==> src/rtl/assert_macros.svh <==
// ----------------------------------------------------------------------------
// assert_macros.svh
// Assertion helpers shared by the rtl; every property uses clk and rst_n
// ----------------------------------------------------------------------------
`ifndef ASSERT_MACROS_SVH
`define ASSERT_MACROS_SVH

// antecedent implies consequent in the same cycle
`define ASSERT_IMPL(label, ante, cons, msg) \
  label: assert property (@(posedge clk) disable iff (!rst_n) (ante) |-> (cons)) \
    else $error(msg);

// antecedent implies consequent in the next cycle
`define ASSERT_NEXT(label, ante, cons, msg) \
  label: assert property (@(posedge clk) disable iff (!rst_n) (ante) |=> (cons)) \
    else $error(msg);

`endif

==> src/rtl/mppt_pkg.sv <==
// ----------------------------------------------------------------------------
// mppt_pkg
// Shared types, widths and register codes of the adaptive-step tracker
// ----------------------------------------------------------------------------
`timescale 1ns / 1ps
`default_nettype none

package mppt_pkg;

  // default sizes of internal storage
  localparam int DAC_BITS_DEF = 12;
  localparam int SUM_BITS_DEF = 48;

  // fixed field widths
  localparam int VSUM_W   = 40;
  localparam int WPOW_W   = 48;
  localparam int STEP_W   = 12;
  localparam int CODE_W   = 12;
  localparam int RUN_W    = 8;
  localparam int BUS_W    = 15;
  localparam int SHUNT_W  = 16;
  localparam int PROD_W   = 32;
  localparam int CFG_IDX_W  = 2;
  localparam int CFG_DATA_W = 12;

  localparam logic [STEP_W-1:0] STEP_TOP = 12'hfff;
  localparam logic [RUN_W-1:0]  RUN_TOP  = 8'hff;

  // configuration register indexes
  localparam logic [CFG_IDX_W-1:0] CFG_MIN_STEP  = 2'd0;
  localparam logic [CFG_IDX_W-1:0] CFG_MAX_STEP  = 2'd1;
  localparam logic [CFG_IDX_W-1:0] CFG_RUN_LIMIT = 2'd2;

  // configuration reset values
  localparam logic [STEP_W-1:0] MIN_STEP_RST  = 12'd1;
  localparam logic [STEP_W-1:0] MAX_STEP_RST  = 12'd16;
  localparam logic [RUN_W-1:0]  RUN_LIMIT_RST = 8'd4;

  // request kinds
  localparam logic REQ_SAMPLE = 1'b0;
  localparam logic REQ_DECIDE = 1'b1;

  typedef struct packed {
    logic                      req_type;
    logic [BUS_W-1:0]          bus_sample;
    logic signed [SHUNT_W-1:0] shunt_sample;
  } mppt_in_t;

  typedef struct packed {
    logic [CODE_W-1:0]        dac_code;
    logic [STEP_W-1:0]        step_size;
    logic                     direction_up;
    logic signed [WPOW_W-1:0] window_power;
    logic [VSUM_W-1:0]        window_voltage;
  } mppt_out_t;

  // registered request between the input stage and the datapath
  typedef struct packed {
    logic                     decide;
    logic [BUS_W-1:0]         bus;
    logic signed [PROD_W-1:0] prod;
  } mppt_stage_t;

  // per-cycle strobes for the datapath
  typedef struct packed {
    logic sample_en;
    logic decide_en;
  } mppt_ctrl_t;

  // tracker decision handed to the result register
  typedef struct packed {
    logic [CODE_W-1:0] dac_code;
    logic [STEP_W-1:0] step_size;
    logic              direction_up;
  } mppt_trk_t;

endpackage

`default_nettype wire

==> src/rtl/mppt_in_stage.sv <==
// ----------------------------------------------------------------------------
// mppt_in_stage
// Input register: captures a request and its shunt by bus product
// ----------------------------------------------------------------------------
`timescale 1ns / 1ps
`default_nettype none

module mppt_in_stage import mppt_pkg::*; (
  input  wire logic        clk,
  input  wire logic        rst_n,
  input  wire logic        in_valid,
  output logic             in_ready,
  input  wire mppt_in_t    in_data,
  input  wire logic        advance,
  output logic             st_valid,
  output mppt_stage_t      st_data
);

  logic                     valid_r;
  mppt_stage_t              data_r;
  logic signed [PROD_W-1:0] prod;
  logic signed [SHUNT_W-1:0] bus_s;

  // unsigned bus voltage as a non-negative signed operand
  assign bus_s = signed'({1'b0, in_data.bus_sample});
  assign prod  = PROD_W'(in_data.shunt_sample) * PROD_W'(bus_s);

  // free slot or the held request moves on this cycle
  assign in_ready = !valid_r || advance;

  // valid flag
  always_ff @(posedge clk) begin
    if (!rst_n) begin
      valid_r <= 1'b0;
    end else if (in_ready) begin
      valid_r <= in_valid;
    end
  end

  // request payload
  always_ff @(posedge clk) begin
    if (in_valid && in_ready) begin
      data_r.decide <= (in_data.req_type == REQ_DECIDE);
      data_r.bus    <= in_data.bus_sample;
      data_r.prod   <= prod;
    end
  end

  assign st_valid = valid_r;
  assign st_data  = data_r;

endmodule

`default_nettype wire

==> src/rtl/mppt_accum.sv <==
// ----------------------------------------------------------------------------
// mppt_accum
// Saturating power and voltage window sums, cleared at each decision
// ----------------------------------------------------------------------------
`timescale 1ns / 1ps
`default_nettype none

module mppt_accum import mppt_pkg::*; #(
  parameter int SUM_BITS = SUM_BITS_DEF
) (
  input  wire logic                 clk,
  input  wire logic                 rst_n,
  input  wire mppt_ctrl_t           ctrl,
  input  wire mppt_stage_t          st_data,
  output logic signed [SUM_BITS-1:0] power_sum,
  output logic [VSUM_W-1:0]          voltage_sum
);

  localparam logic signed [SUM_BITS-1:0] PSUM_MAX = {1'b0, {(SUM_BITS-1){1'b1}}};
  localparam logic signed [SUM_BITS-1:0] PSUM_MIN = {1'b1, {(SUM_BITS-1){1'b0}}};

  logic signed [SUM_BITS-1:0] psum_r;
  logic signed [SUM_BITS-1:0] psum_nxt;
  logic signed [SUM_BITS:0]   p_add;
  logic [VSUM_W-1:0]          vsum_r;
  logic [VSUM_W-1:0]          vsum_nxt;
  logic [VSUM_W:0]            v_add;

  // power sum with saturation on signed overflow
  assign p_add = (SUM_BITS+1)'(psum_r) + (SUM_BITS+1)'(st_data.prod);
  always_comb begin
    if (p_add[SUM_BITS] != p_add[SUM_BITS-1]) begin
      psum_nxt = p_add[SUM_BITS] ? PSUM_MIN : PSUM_MAX;
    end else begin
      psum_nxt = p_add[SUM_BITS-1:0];
    end
  end

  // voltage sum with saturation at all ones
  assign v_add    = (VSUM_W+1)'(vsum_r) + (VSUM_W+1)'(st_data.bus);
  assign vsum_nxt = v_add[VSUM_W] ? {VSUM_W{1'b1}} : v_add[VSUM_W-1:0];

  always_ff @(posedge clk) begin
    if (!rst_n) begin
      psum_r <= '0;
      vsum_r <= '0;
    end else if (ctrl.decide_en) begin
      psum_r <= '0;
      vsum_r <= '0;
    end else if (ctrl.sample_en) begin
      psum_r <= psum_nxt;
      vsum_r <= vsum_nxt;
    end
  end

  assign power_sum   = psum_r;
  assign voltage_sum = vsum_r;

endmodule

`default_nettype wire

==> src/rtl/mppt_track.sv <==
// ----------------------------------------------------------------------------
// mppt_track
// Perturb and observe decision: direction, adaptive step and DAC code
// ----------------------------------------------------------------------------
`timescale 1ns / 1ps
`default_nettype none

module mppt_track import mppt_pkg::*; #(
  parameter int DAC_BITS = DAC_BITS_DEF,
  parameter int SUM_BITS = SUM_BITS_DEF
) (
  input  wire logic                  clk,
  input  wire logic                  rst_n,
  input  wire logic                  decide_en,
  input  wire logic [STEP_W-1:0]     min_step,
  input  wire logic [STEP_W-1:0]     max_step,
  input  wire logic [RUN_W-1:0]      run_limit,
  input  wire logic signed [SUM_BITS-1:0] power_sum,
  output mppt_trk_t                  trk
);

  localparam int AW = ((DAC_BITS > STEP_W) ? DAC_BITS : STEP_W) + 1;
  localparam logic [AW-1:0] DAC_TOP = AW'((2 ** DAC_BITS) - 1);

  logic signed [SUM_BITS-1:0] prev_r;
  logic [DAC_BITS-1:0]        dac_r;
  logic [DAC_BITS-1:0]        dac_nxt;
  logic [STEP_W-1:0]          step_r;
  logic [STEP_W-1:0]          step_nxt;
  logic                       dir_r;
  logic                       dir_nxt;
  logic                       dirb_r;
  logic                       dirb_nxt;
  logic [RUN_W-1:0]           run_r;
  logic [RUN_W-1:0]           run_nxt;

  logic                       drop;
  logic [RUN_W-1:0]           run_obs;
  logic [STEP_W-1:0]          floor_v;
  logic [STEP_W-1:0]          half;
  logic [STEP_W:0]            dbl;
  logic [AW-1:0]              dac_up;
  logic [AW-1:0]              dac_w;
  logic [AW-1:0]              step_w;

  // observe: a power drop reverses the direction and restarts the run
  assign drop    = power_sum < prev_r;
  assign dir_nxt = dir_r ^ drop;
  always_comb begin
    if (drop) begin
      run_obs = '0;
    end else if (run_r != RUN_TOP) begin
      run_obs = run_r + RUN_W'(1);
    end else begin
      run_obs = run_r;
    end
  end

  // adapt the step
  assign floor_v = (min_step == '0) ? STEP_W'(1) : min_step;
  assign half    = step_r >> 1;
  assign dbl     = {step_r, 1'b0};
  always_comb begin
    step_nxt = step_r;
    run_nxt  = run_obs;
    dirb_nxt = dirb_r;
    if (dir_nxt == dirb_r) begin
      if (run_obs >= run_limit) begin
        if (step_r < max_step) begin
          step_nxt = dbl[STEP_W] ? STEP_TOP : dbl[STEP_W-1:0];
        end
        run_nxt = '0;
      end
    end else begin
      if (step_r > min_step) begin
        step_nxt = (half < floor_v) ? floor_v : half;
      end
      if (step_nxt == '0) begin
        step_nxt = STEP_W'(1);
      end
      dirb_nxt = dir_nxt;
    end
  end

  // move the DAC code, clamped to its range
  assign dac_w  = AW'(dac_r);
  assign step_w = AW'(step_nxt);
  assign dac_up = dac_w + step_w;
  always_comb begin
    if (dir_nxt) begin
      dac_nxt = (dac_up < DAC_TOP) ? dac_up[DAC_BITS-1:0] : DAC_TOP[DAC_BITS-1:0];
    end else if (dac_w > step_w) begin
      dac_nxt = DAC_BITS'(dac_w - step_w);
    end else begin
      dac_nxt = '0;
    end
  end

  // tracker state
  always_ff @(posedge clk) begin
    if (!rst_n) begin
      prev_r <= '0;
      dac_r  <= '0;
      step_r <= MIN_STEP_RST;
      dir_r  <= 1'b1;
      dirb_r <= 1'b1;
      run_r  <= '0;
    end else if (decide_en) begin
      prev_r <= power_sum;
      dac_r  <= dac_nxt;
      step_r <= step_nxt;
      dir_r  <= dir_nxt;
      dirb_r <= dirb_nxt;
      run_r  <= run_nxt;
    end
  end

  assign trk.dac_code     = CODE_W'(dac_nxt);
  assign trk.step_size    = step_nxt;
  assign trk.direction_up = dir_nxt;

endmodule

`default_nettype wire

==> src/rtl/mppt_perturb_observe_adaptive_step.sv <==
// ----------------------------------------------------------------------------
// mppt_perturb_observe_adaptive_step
// Maximum power point tracker, perturb and observe with adaptive step
// ----------------------------------------------------------------------------
// Usage:
//   in_*  : valid/ready request channel; req_type sample adds one bus and
//           shunt reading to the window, req_type decide closes the window.
//   out_* : valid/ready result channel; one result per decide request with
//           the new DAC code, the step used, the direction and both sums.
//   cfg_* : write-only register port (min_step, max_step, run_limit), to be
//           written while no request is in flight.
// Timing:
//   one request per cycle sustained while no decide is held; a decide result
//   reaches out_data through the input register, loaded when the request is
//   taken, and then the result register, loaded when the decide moves on.
//   Sample requests produce no result and never wait on the result channel.
// Stall:
//   a result waits in the result register while out_ready is low; samples
//   keep flowing, and a following decide holds in the input register until
//   the result register is taken.
// Reset:
//   synchronous, active low; sums, run count and DAC code clear, the direction
//   returns to up, the step to 1 and the registers to their defaults.
// ----------------------------------------------------------------------------
`timescale 1ns / 1ps
`default_nettype none

`include "assert_macros.svh"

module mppt_perturb_observe_adaptive_step import mppt_pkg::*; #(
  parameter int DAC_BITS = DAC_BITS_DEF,
  parameter int SUM_BITS = SUM_BITS_DEF
) (
  input  wire logic                  clk,
  input  wire logic                  rst_n,
  input  wire logic                  in_valid,
  output logic                       in_ready,
  input  wire mppt_in_t              in_data,
  output logic                       out_valid,
  input  wire logic                  out_ready,
  output mppt_out_t                  out_data,
  input  wire logic                  cfg_wr_en,
  input  wire logic [CFG_IDX_W-1:0]  cfg_index,
  input  wire logic [CFG_DATA_W-1:0] cfg_wdata
);

  logic [STEP_W-1:0]          min_step_r;
  logic [STEP_W-1:0]          max_step_r;
  logic [RUN_W-1:0]           run_limit_r;

  logic                       st_valid;
  mppt_stage_t                st_data;
  logic                       advance;
  logic                       decide_held;
  mppt_ctrl_t                 ctrl;
  logic signed [SUM_BITS-1:0] power_sum;
  logic [VSUM_W-1:0]          voltage_sum;
  logic signed [63:0]         psum_ext;
  mppt_trk_t                  trk;
  logic                       out_valid_r;
  mppt_out_t                  out_data_r;

  // configuration registers
  always_ff @(posedge clk) begin
    if (!rst_n) begin
      min_step_r  <= MIN_STEP_RST;
      max_step_r  <= MAX_STEP_RST;
      run_limit_r <= RUN_LIMIT_RST;
    end else if (cfg_wr_en) begin
      unique case (cfg_index)
        CFG_MIN_STEP:  min_step_r  <= cfg_wdata[STEP_W-1:0];
        CFG_MAX_STEP:  max_step_r  <= cfg_wdata[STEP_W-1:0];
        CFG_RUN_LIMIT: run_limit_r <= cfg_wdata[RUN_W-1:0];
        default: ;
      endcase
    end
  end

  // input register
  mppt_in_stage u_in_stage (
    .clk      (clk),
    .rst_n    (rst_n),
    .in_valid (in_valid),
    .in_ready (in_ready),
    .in_data  (in_data),
    .advance  (advance),
    .st_valid (st_valid),
    .st_data  (st_data)
  );

  // a sample always moves on, a decide needs room in the result register
  assign decide_held = st_valid && st_data.decide && out_valid_r && !out_ready;
  assign advance = st_valid && !decide_held;
  assign ctrl.sample_en = advance && !st_data.decide;
  assign ctrl.decide_en = advance && st_data.decide;

  // window sums
  mppt_accum #(
    .SUM_BITS (SUM_BITS)
  ) u_accum (
    .clk         (clk),
    .rst_n       (rst_n),
    .ctrl        (ctrl),
    .st_data     (st_data),
    .power_sum   (power_sum),
    .voltage_sum (voltage_sum)
  );

  // direction, step and DAC code
  mppt_track #(
    .DAC_BITS (DAC_BITS),
    .SUM_BITS (SUM_BITS)
  ) u_track (
    .clk       (clk),
    .rst_n     (rst_n),
    .decide_en (ctrl.decide_en),
    .min_step  (min_step_r),
    .max_step  (max_step_r),
    .run_limit (run_limit_r),
    .power_sum (power_sum),
    .trk       (trk)
  );

  assign psum_ext = 64'(power_sum);

  // result register
  always_ff @(posedge clk) begin
    if (!rst_n) begin
      out_valid_r <= 1'b0;
    end else if (ctrl.decide_en) begin
      out_valid_r <= 1'b1;
    end else if (out_ready) begin
      out_valid_r <= 1'b0;
    end
  end

  always_ff @(posedge clk) begin
    if (ctrl.decide_en) begin
      out_data_r.dac_code       <= trk.dac_code;
      out_data_r.step_size      <= trk.step_size;
      out_data_r.direction_up   <= trk.direction_up;
      out_data_r.window_power   <= psum_ext[WPOW_W-1:0];
      out_data_r.window_voltage <= voltage_sum;
    end
  end

  assign out_valid = out_valid_r;
  assign out_data  = out_data_r;

  // checks
  `ASSERT_IMPL(a_step_nonzero, out_valid_r, out_data_r.step_size != '0, "zero step reported")
  `ASSERT_IMPL(a_result_from_decide, $rose(out_valid_r), $past(ctrl.decide_en), "stray result")
  `ASSERT_IMPL(a_block_reason, !in_ready, decide_held, "input blocked without a held decide")
  `ASSERT_NEXT(a_stage_holds, st_valid && !advance, st_valid && $stable(st_data), "held request lost")

endmodule

`default_nettype wire

==> config.mk <==
export PLATFORM = sky130hd
export DESIGN_NAME = mppt_perturb_observe_adaptive_step
export DESIGN_NICKNAME = d
export VERILOG_FILES = /design/src/rtl/mppt_pkg.sv /design/src/rtl/mppt_in_stage.sv /design/src/rtl/mppt_accum.sv /design/src/rtl/mppt_track.sv /design/src/rtl/mppt_perturb_observe_adaptive_step.sv
export VERILOG_INCLUDE_DIRS = /design/src /design/src/rtl
export SDC_FILE = /design/constraint.sdc
export NUM_CORES = 1
export LEC_CHECK = 0
export BUFFER_PORTS_ARGS = -buffer_cell sky130_fd_sc_hd__buf_2
export CORE_MARGIN = 1.5
export CORE_UTILIZATION = 50
export DETAILED_ROUTE_END_ITERATION = 12
export PLACE_DENSITY = 0.64
export SETUP_SLACK_MARGIN = 0.1
export SLEW_MARGIN = 20
export SYNTH_ARGS = -nofsm -noshare
export SYNTH_HDL_FRONTEND = slang
export SYNTH_HIERARCHICAL = 1
export SYNTH_SLANG_ARGS = --single-unit
==> constraint.sdc <==
create_clock -name clk -period 9.7 [get_ports clk]
set_input_delay 1.455 -clock clk [delete_from_list [all_inputs] [get_ports clk]]
set_output_delay 1.455 -clock clk [all_outputs]
set_load 0.005 [all_outputs]
==> results.md <==
Placement:
- The weighted congestion reported at the end of routability-driven placement is 0.933.
- The number of port buffers is 165.
- The post-placement cell count is 4,111.
- The instance area at placement is 31,900 µm².
- After legalization and detailed placement, the total HPWL measured 59.9 mm.

STA:
- The transition time at the pin with the least slew margin is 0.946 ns.
- Dividing the final minimum period by the clock period gives 88.1%.
- Based on the critical path, the design can be clocked at up to 0.117 GHz.
- The setup TNS is 0 ns.
- After layout, the minimum clock period comes to 8.55 ns.
- The relative slew slack is 36.7%.
- Setup repair after global routing left no endpoint under its margin.
- For the final database, setup skew stands at 0.0184 ns.
- The count of final max-slew check failures is 0.
- The total setup violations reported at the end of the flow is 0.
- The final-report hold violation count is 0.

Power and ir drop:
- The design draws 13,300 µW.
- The worst IR drop on VDD is 0.348 mV.
- The power density over cell area is 398 nW/µm².
- For this design the static power due to leakage is 0.0148 µW.

Floorplanning:
- The initialized floorplan defines 90 standard-cell rows.
- The total area inside the core boundary comes to 60,500 µm².
- 166 I/O pins were placed.
- The die boundary width is 251 µm.
- The die outline area is 62,800 µm².
- The die is 251 µm tall.
- Once the floorplan was initialized, standard cells occupied 50.7% of the core.

Logic synthesis:
- The share of async-settable or async-resettable flops after synthesis is 0%.
- The net count after synthesis is 3,860.
- The flip-flop cell with the highest count after synthesis is sky130_fd_sc_hd__dfxtp_1.
- In the synthesized netlist, mux cells make up 2.68% of the area.
- The synthesized-area fraction occupied by adder cells is 27.2%.
- Counting flops and latches in the post-synthesis netlist gives 365.
- During synthesis, Yosys emitted a total of 6 warnings.
- The largest area contributor in the netlist is sky130_fd_sc_hd__fa_1.
- The post-synth design cell area is 30,700 µm².
- By area the synthesized netlist is led by sky130_fd_sc_hd__fa_1 16%, sky130_fd_sc_hd__edfxtp_1 16%, sky130_fd_sc_hd__dfxtp_1 13%, sky130_fd_sc_hd__ha_1 11%, sky130_fd_sc_hd__inv_1 5.3%.
- Of the synthesized area, sequential elements account for 29.1%.
- In this run the biggest area consumer among cell types represents 16.3% of the synthesized area.
- In this run, distinct cell masters in the synthesized netlist total 99.
- The dominant cell by count in the synthesized netlist is sky130_fd_sc_hd__inv_1.
- The simple-gate area share of the yosys netlist is 14.8%.
- The count of mapped cells out of synthesis is 3,297.
- By area, the combinational part of the netlist is dominated by adder cells.
- The xor and xnor area share after synthesis is 3.51%.
- By count the netlist is led by 435 x sky130_fd_sc_hd__inv_1, 271 x sky130_fd_sc_hd__nand2_1, 262 x sky130_fd_sc_hd__ha_1, 250 x sky130_fd_sc_hd__fa_1, 204 x sky130_fd_sc_hd__dfxtp_1.
- The synthesized area per cell is 9.30 µm².
- In this run, synthesis inferred 161 flip-flops with an integrated enable.
- The compound-gate portion of the synthesized area is 15.2%.

Global route:
- The first global-routing pass estimated 128 mm of wire.
- Global routing used 25.2% of the available tracks across all layers.
- The overflow left after global routing is 0.
- The number of antenna violations at the first check in global routing is 0.
- The largest net degree at the start of global routing is 80.
- The via count of the first global-routing pass came to 24.0k.

Clock network:
- The clock transition time at the flip-flop clock pins of the worst setup and hold paths is 0.06 ns.
- The clock tree synthesis step divided the H-tree into 2 levels.
- Post-CTS repair changed the size of 0 cells.
- The clock root buffer is sky130_fd_sc_hd__clkbuf_16.
- For the worst-skew pair, the clock arrives at the later sink with an insertion delay of 0.58 ns.
- Buffers added to address setup during post-CTS repair amount to 0.
- The total number of clock tree sinks is 365.
- The TritonCTS clock tree is yes.
- In this run the deepest clock path goes through 3 buffers.
- Counting the buffers created by CTS gives 41.
- After clock tree synthesis, the flow added hold-fix buffers numbering 0.

Route:
- The via count is 24.0k.
- The mean routed wirelength per cell is 19.0 µm.
- The first routing iteration left 1,637 violations.
- The number of iterations in the first detailed-routing pass is 6.
- Once detail routing completed, the nets flagged for antenna violations numbered 0.
- After detailed routing, the number of vias per cell comes to 5.74.
- For this run, design rule violations remaining after detail routing come to 0.
- The wire length after detailed routing is 79.5 mm.

Cells and area:
- In the final design database the tool counted 3,935 nets.
- The number of fill cells is 5,400.
- The fraction of final layout cells sized beyond drive strength 1 is 8.63%.
- The multi-input combinational cells in the finished layout cover a total of 19,500 µm².
- The number of antenna diodes is 0.
- For this run, the number of standard cells in the final layout without fillers is 4,187.
- After routing the design area is 33,300 µm².
- The sequential cell area is 8920 µm².
- The relative area change from synthesis to final layout is 8.79%.

Critical path:
- The launch instance of the worst register-to-register path is u_accum/power_sum[1].
- For this run, the slowest stage of the critical path takes 0.68 ns.
- The type of element launching the critical path is a register.
- The data required time at the worst endpoint is 10.01 ns.
- Along the worst path, the maximum fanout reaches 13.
- The startpoint of the worst setup timing path is u_accum/power_sum[1].
- The slowest cell on the critical path is sky130_fd_sc_hd__o31ai_2.
- The worst setup path is captured at a register.
- The register-to-register path setup slack is 1.15 ns.
- The data arrival at the endpoint of the critical path is 8.86 ns.
- The critical path is of the reg2reg type.

Status:
- The run finished with clean final reports.

Hold path:
- In this run the most critical hold path is launched from run_limit_r[7].
- In this run the worst hold path is classified as reg2reg.

Run:
- Across the run, the number of max-cap violations was 0.
==> cell families (layout without fill, tap and decap cells) <==
group,after synthesis,after routing
AND/OR/NAND/NOR,915,915
adder cells (fa/ha/maj),516,516
flip-flops,365,365
multiplexers,82,82
XOR/XNOR,123,123
AO/OA/AOI/OAI,713,713
buffers and inverters,583,691
==> layer usage <==
metal	up-vias	wire [µm]	global-route usage, %
li1	11400	-	-
met1	11700	36800	35.0
met2	706	36500	41.4
met3	138	4270	3.15
met4	0	1900	7.19
met5	-	0	0
==> per-stage QoR <==
step | hold slack, ns | utilization [%] | setup WS (ns)
after floorplan | 0.429 | - | 1.96
after global placement | 0.444 | 52.8 | 1.45
after detailed placement | 0.453 | 52.8 | 1.33
after CTS | 0.467 | 55.1 | 1.28
after global routing | 0.479 | 55.1 | 0.633
final | 0.463 | 55.1 | 1.15
==> cell type report <==
class                           count  area share (%)
Clock buffer                       50            3.33
Clock inverter                     26           0.901
Inverter                          437            4.92
Multi-Input combinational cell   2349            58.4
Sequential cell                   365            26.7
Tap cell                          782            2.93
Timing Repair Buffer              178            2.82
==> final timing paths <==
kind / to / depth (start not counted)
worst max register to register: out_data[104] / 28
worst min-delay path: run_limit_r[7] / 2
worst max-delay path: out_data[104] / 28
worst min register to register: run_limit_r[7] / 2
==> sequential cells by signal, indices dropped and copies added, names as in the netlist <==
signal,count
u_in_stage/st_valid,1
u_accum/power_sum,48
u_track/step_r,12
u_accum/voltage_sum,40
max_step_r,12
out_valid,1
u_track/dac_r,12
u_track/dirb_r,1
u_track/dir_r,1
u_track/prev_r,48
out_data,113
u_in_stage/st_data,48
run_limit_r,8
u_track/run_r,8
min_step_r,12
==> placed cells by master, fill, tap and decap left out, types with 33 or more instances in the layout <==
| cell | synthesis | routed |
|---|---|---|
| sky130_fd_sc_hd__nand2_1 | 271 | 271 |
| sky130_fd_sc_hd__a31oi_1 | 37 | 37 |
| sky130_fd_sc_hd__nor3_1 | 44 | 44 |
| sky130_fd_sc_hd__fa_1 | 250 | 250 |
| sky130_fd_sc_hd__clkbuf_16 | 0 | 42 |
| sky130_fd_sc_hd__nor2_1 | 191 | 190 |
| sky130_fd_sc_hd__dfxtp_1 | 204 | 204 |
| sky130_fd_sc_hd__nand2b_1 | 34 | 33 |
| sky130_fd_sc_hd__nand3_1 | 61 | 61 |
| sky130_fd_sc_hd__ha_1 | 262 | 262 |
| sky130_fd_sc_hd__o21ai_0 | 169 | 169 |
| sky130_fd_sc_hd__nand4_1 | 49 | 49 |
| sky130_fd_sc_hd__a21oi_1 | 196 | 195 |
| sky130_fd_sc_hd__edfxtp_1 | 161 | 161 |
| sky130_fd_sc_hd__and2_1 | 147 | 146 |
| sky130_fd_sc_hd__mux2i_1 | 82 | 82 |
| sky130_fd_sc_hd__buf_2 | 16 | 165 |
| sky130_fd_sc_hd__xnor2_1 | 66 | 66 |
| sky130_fd_sc_hd__inv_1 | 435 | 435 |
| sky130_fd_sc_hd__a21o_1 | 58 | 58 |
| sky130_fd_sc_hd__xor2_1 | 57 | 57 |
==> worst max-delay path: cells and delay by family, from the launching register on <==
| family | cells | cell delay (ns) |
|---|---|---|
| AO/OA/AOI/OAI | 16 | 4.45 |
| adder cells (fa/ha/maj) | 3 | 0.85 |
| flip-flops | 1 | 0.41 |
| AND/OR/NAND/NOR | 8 | 1.91 |
| multiplexers | 1 | 0.66 |
==> power breakdown <==
part	internal, µW	total, µW	switching [µW]	leakage (µW)
registers	2130	2300	170	0.00320
clock network	959	1630	670	0.000682
logic	3700	9350	5650	0.0109
Note: power is estimated with default switching activity, not from simulation.
